**src/afc_pkg.sv**
```systemverilog
// Package for the box/frustum classifier: widths, payload structs, status
// and verdict codes shared by the interfaces, the plane lane and the top level.
// No dependencies.
package afc_pkg;

  localparam int NUM_PLANES = 6;
  localparam int COORD_BITS = 16;

  localparam int COEF_W    = 16;
  localparam int FRAC_BITS = 14;
  localparam int PLANE_W   = 4 * COEF_W;
  localparam int NORMAL_W  = 3 * COEF_W;
  localparam int HINT_W    = 3;
  localparam int HINT_SLOTS = 1 << HINT_W;
  localparam int CFG_IDX_W = 3;

  localparam int PROD_W  = COORD_BITS + COEF_W;
  localparam int DTERM_W = COEF_W + FRAC_BITS;
  localparam int SUM_W   = ((PROD_W > DTERM_W) ? PROD_W : DTERM_W) + 2;

  typedef logic signed [COORD_BITS-1:0] coord_t;
  typedef logic signed [COEF_W-1:0]     coef_t;
  typedef logic signed [PROD_W-1:0]     prod_t;
  typedef logic signed [DTERM_W-1:0]    dterm_t;
  typedef logic signed [SUM_W-1:0]      sum_t;

  typedef enum logic [1:0] {
    ST_OK          = 2'd0,
    ST_BAD_BOX     = 2'd1,
    ST_BAD_HINT    = 2'd2,
    ST_ZERO_NORMAL = 2'd3
  } status_t;

  typedef enum logic [1:0] {
    VD_INSIDE    = 2'd0,
    VD_INTERSECT = 2'd1,
    VD_OUTSIDE   = 2'd2
  } verdict_t;

  typedef struct packed {
    coef_t d;
    coef_t c;
    coef_t b;
    coef_t a;
  } plane_t;

  typedef struct packed {
    coord_t            min_x;
    coord_t            min_y;
    coord_t            min_z;
    coord_t            max_x;
    coord_t            max_y;
    coord_t            max_z;
    logic              hint_valid;
    logic [HINT_W-1:0] hint_index;
  } box_t;

  typedef struct packed {
    logic [1:0] status;
    logic [1:0] verdict;
    logic       plane_found;
    logic [2:0] separating_plane;
  } result_t;

  typedef struct packed {
    logic sep;
    logic cut;
  } plane_class_t;

endpackage

```
**src/afc_plane_eval.sv**
```systemverilog
// One plane lane: positive/negative vertex products, then the two distances
// and their signs. Two register stages, advanced together by en.
// Depends on afc_pkg.
module afc_plane_eval import afc_pkg::*; (
  input  logic         clk,
  input  logic         en,
  input  plane_t       plane,
  input  box_t         box,
  output plane_class_t cls
);

  coef_t  n  [3];
  coord_t lo [3];
  coord_t hi [3];

  prod_t  pos_prod_r [3];
  prod_t  neg_prod_r [3];
  dterm_t dterm_r;
  sum_t   pos_sum;
  sum_t   neg_sum;
  plane_class_t cls_r;

  always_comb begin
    n[0]  = plane.a;
    n[1]  = plane.b;
    n[2]  = plane.c;
    lo[0] = box.min_x;
    lo[1] = box.min_y;
    lo[2] = box.min_z;
    hi[0] = box.max_x;
    hi[1] = box.max_y;
    hi[2] = box.max_z;
  end

  always_ff @(posedge clk) begin
    if (en) begin
      for (int k = 0; k < 3; k++) begin
        if (!n[k][COEF_W-1]) begin
          pos_prod_r[k] <= PROD_W'(n[k]) * PROD_W'(hi[k]);
          neg_prod_r[k] <= PROD_W'(n[k]) * PROD_W'(lo[k]);
        end else begin
          pos_prod_r[k] <= PROD_W'(n[k]) * PROD_W'(lo[k]);
          neg_prod_r[k] <= PROD_W'(n[k]) * PROD_W'(hi[k]);
        end
      end
      dterm_r <= {plane.d, FRAC_BITS'(0)};
    end
  end

  assign pos_sum = SUM_W'(pos_prod_r[0]) + SUM_W'(pos_prod_r[1]) +
                   SUM_W'(pos_prod_r[2]) + SUM_W'(dterm_r);
  assign neg_sum = SUM_W'(neg_prod_r[0]) + SUM_W'(neg_prod_r[1]) +
                   SUM_W'(neg_prod_r[2]) + SUM_W'(dterm_r);

  always_ff @(posedge clk) begin
    if (en) begin
      cls_r.sep <= pos_sum[SUM_W-1];
      cls_r.cut <= neg_sum[SUM_W-1];
    end
  end

  assign cls = cls_r;

endmodule

```
**config.mk**
```make
export PLATFORM = sky130hd
export DESIGN_NAME = afc_plane_eval
export DESIGN_NICKNAME = d
export VERILOG_FILES = /design/src/afc_pkg.sv /design/src/afc_plane_eval.sv
export SDC_FILE = /design/constraint.sdc
export NUM_CORES = 2
export LEC_CHECK = 0
export BUFFER_PORTS_ARGS = -buffer_cell sky130_fd_sc_hd__buf_2
export CAP_MARGIN = 20
export CORE_ASPECT_RATIO = 1.2
export CORE_MARGIN = 5
export CORE_UTILIZATION = 55
export DETAILED_ROUTE_END_ITERATION = 8
export HOLD_SLACK_MARGIN = 0.03
export PLACE_DENSITY_LB_ADDON = 0.05
export SETUP_SLACK_MARGIN = 0.05
export SYNTH_ARGS = -nofsm -noshare
export SYNTH_HDL_FRONTEND = slang
export SYNTH_SLANG_ARGS = --single-unit
```
**constraint.sdc**
```tcl
create_clock -name clk -period 13.87 [get_ports clk]
set_input_delay 2.774 -clock clk [delete_from_list [all_inputs] [get_ports clk]]
set_output_delay 2.774 -clock clk [all_outputs]
set_load 0.02 [all_outputs]
```
==> out/qor.csv <==
stage,metric,value,unit
sta,# setup viols final,0,
global_route,vias in the first global route,53290,
floorplanning,initial core utilization,55.33,%
worst_setup_path,R2R depth,12,
synth,Synth async-reset ratio,0,%
synth,Synth Warn #,0,
sta,RSZ-0062 raised after global routing,no,
sta,slew at the pin with the worst max-slew slack,1016,ps
sta,Final period util,67.92,%
clock_tree,TritonCTS clock tree,yes,
global_route,total track usage,27.21,%
detailed_routing,routed length per placed instance,19.47,microns
cells_and_area,layout cell share with drive strength beyond 1,3.420,%
clock_tree,clk_lat worst skew,550,ps
detailed_routing,Vias,49130,
sta,fmax,106.2,MHz
global_route,largest net degree at the start of global routing,84,
synth,synth unique cells,72,
worst_setup_path,Worst Path Required,14240,ps
worst_setup_path,worst stage delay on the critical path,890,ps
cells_and_area,Nets,9796,
clock_tree,CTS Sinks,210,
worst_setup_path,"most used cell, CP",fa_1,
detailed_routing,routed wire length,176900,microns
clock_tree,Root Buffer,clkbuf_16,
outcome,status,finished clean,
sta,relative slew slack,32.25,%
place,IO buf count,163,
floorplanning,Die ar.,136400,sq um
worst_setup_path,kind of critical path,in2reg,
floorplanning,Die H,403.5,microns
clock_tree,clk buf depth,3,
cells_and_area,area delta synth->final,3.993,%
place,HPWL after detailed placement,145700,microns
hold_path,hold endpoint,cls[0]$_DFFE_PP_,
synth,syn_nets,9889,
synth,Post-Syn Area,70980,sq um
sta,min cycle time layout,9420,ps
synth,Post-synth EDFFs,210,
synth,Synth Instances,7473,
clock_tree,H-tree depth,1,
worst_setup_path,crit path launch type,input port,
worst_setup_path,RR Startpoint,dterm_r[14]$_DFFE_PP_,
hold_path,Min-Delay Path Depth,6,
floorplanning,num ports,168,
detailed_routing,1st-iter DRT viols,2438,
sta,final hold violation count,0,
worst_setup_path,Worst setup EP type,register,
global_route,initial antenna violation count,15,
sta,setup TNS,0,ps
synth,#FFs+latches synth,210,
flow_run,max-cap violations,0,
sta,Max Slew Vio Count,0,
sta,Clock Skew,19.47,ps
worst_setup_path,crit path max fanout,34,
clock_tree,postcts setup bufs,0,
clock_tree,Resized Gates After CTS,0,
synth,mean post-synth cell area,9.498,sq um
synth,register area share after synthesis,8.885,%
detailed_routing,Remaining DRCs,0,
synth,"Top FF cell, synth",edfxtp_1,
global_route,total global routing overflow,0,
floorplanning,CORE AREA,128300,sq um
clock_tree,total CTS buffers,26,
floorplanning,Die Width,337.9,microns
worst_setup_path,RR Endpoint,cls[1]$_DFFE_PP_,
clock_tree,clk slew on worst S/H paths,60,ps
hold_path,HP Start,neg_prod_r[0][22]$_DFFE_PP_,
detailed_routing,number of vias per cell,5.406,
detailed_routing,iteration count of the initial detailed-routing pass,6,
place,placer congestion estimate,0.8736,
floorplanning,Rows,144,
worst_setup_path,WP data arrival,9790,ps
detailed_routing,post-route ant nets,0,
worst_setup_path,worst path cell trace,buf_2 -> nand2_1 -> inv_1 -> fa_1 -> fa_1 -> fa_1 -> fa_1 -> fa_1 -> inv_1 -> fa_1 -> inv_1 -> ha_1 -> nand4_1 -> nor2_1 -> nand3_1 -> a211oi_1 -> o41ai_2 -> o21ai_1 -> mux2i_1 -> nor2_1 -> a211oi_1,
clock_tree,CTS Hold Bufs,0,
global_route,first-pass GRT wire length,291600,microns
worst_setup_path,R2R Setup Slk,9820,ps
hold_path,worst min-delay path category,reg2reg,
worst_setup_path,Worst path slowest cell,fa_1,
[final cells by class]
cell class              count  area [sq um]
clock inverters            13         168.9
well taps                1679          2101
multi-input cells        5236         57070
diodes                     12         30.03
clock buffers              32         694.4
inverters                1728          6486
repair buffers            178         950.9
flip-flops and latches    210          6306
fillers                 11540         54470
[Yosys cell counts (11+ instances only)]
master    count  share of area [%]
mux2i_1      13               0.18
xor2_1       68               0.84
clkbuf_1    290                1.5
nor3_1       19               0.13
a21oi_1     178                1.3
a211oi_1     20               0.21
a21o_1       82               0.87
o21a_1       14               0.15
nand2_1    1019                5.4
fa_1       1672                 47
edfxtp_1    210                8.9
o21ai_1      37               0.26
o21bai_1     27               0.29
o211ai_1     16               0.17
or3_1        11              0.097
nand3_1      27               0.19
a31oi_1      23               0.20
nand4_1      24               0.21
inv_1      1727                9.1
mux2_2       18               0.29
ha_1        578                 10
xnor2_1     149                1.8
and2_1      745                6.6
nor2_1      167               0.88
o21ai_0     159                1.1
nand2b_1     38               0.33
nor2b_1      14               0.12
[metrics by stage]
stage	hold WS, ps	worst slack, ps	instance area [sq um]	instances	utilization, %
2_1_floorplan	971.2	4758	70980	7473	-
6_report	1189	4450	73810	9088	57.54
4_1_cts	1190	4478	73760	9075	57.50
3_5_place_dp	1186	3921	72900	9030	56.83
5_1_grt	1309	4109	73800	9082	57.53
3_3_place_gp	1140	3923	72900	9030	56.83
[cells by family after synthesis]
family                   count (synthesis)  synth area share [%]
AO/OA/AOI/OAI                          635                 5.571
buffers and inverters                 2027                 10.72
flip-flops                             210                 8.885
AND/OR/NAND/NOR                       2103                 14.33
multiplexers                            31                0.4689
XOR/XNOR                               217                 2.678
adder cells (fa/ha/maj)               2250                 57.35
[worst max-delay path: cells and delay by family]
family / cells / cell delay, ps
compound gates: 4 / 1220
fa+ha+maj: 7 / 3850
simple gates: 5 / 720
buf+inv: 4 / 870
mux: 1 / 300
[metal layers]
metal	GRT usage [%]	wire (microns)	share of wire, %
met1	35.79	71700	41
met5	0	10	0.0057
met2	48.81	92310	52
met4	7.215	5411	3.1
met3	2.258	7479	4.2
[cells in the final DEF, fill, tap and decap left out, drive strengths merged, types with 7 or more instances in the layout]
cell type / instances
clkbuf: 32
o21a: 14
and3: 9
a21o: 82
buf: 178
inv: 1730
fa: 1672
a21boi: 9
nand3: 27
nor2: 167
edfxtp: 210
ha: 578
xnor2: 149
mux2: 18
o21ai: 196
nand4: 24
nand2b: 38
a21oi: 178
o21bai: 27
o31ai: 8
o211ai: 16
nor4: 8
mux2i: 13
and2: 745
or3: 11
a31oi: 23
xor2: 68
nor3: 19
diode: 12
clkinv: 7
nand2: 1019
nor2b: 14
a211oi: 22
[state kept, by name (all words and copies together), names as in the netlist]
register and flops:
pos_prod_r 96, neg_prod_r 96, cls 2, dterm_r 16
[worst max path at each step]
stage	end	cells after the start	slack (ps)	from
global placement	pos_prod_r[0][31]$_DFFE_PP_	21	3920	plane[15]
finish	pos_prod_r[0][31]$_DFFE_PP_	21	4450	plane[15]
CTS	neg_prod_r[0][29]$_DFFE_PP_	21	4480	plane[15]
global route	pos_prod_r[0][31]$_DFFE_PP_	21	4110	plane[15]
floorplan	neg_prod_r[0][29]$_DFFE_PP_	23	4760	plane[15]
detailed placement	pos_prod_r[0][31]$_DFFE_PP_	21	3920	plane[15]
Power is left out: the tool's default activity adds up to more than one toggle a clock period on the data nets, which glitch-free logic cannot reach.
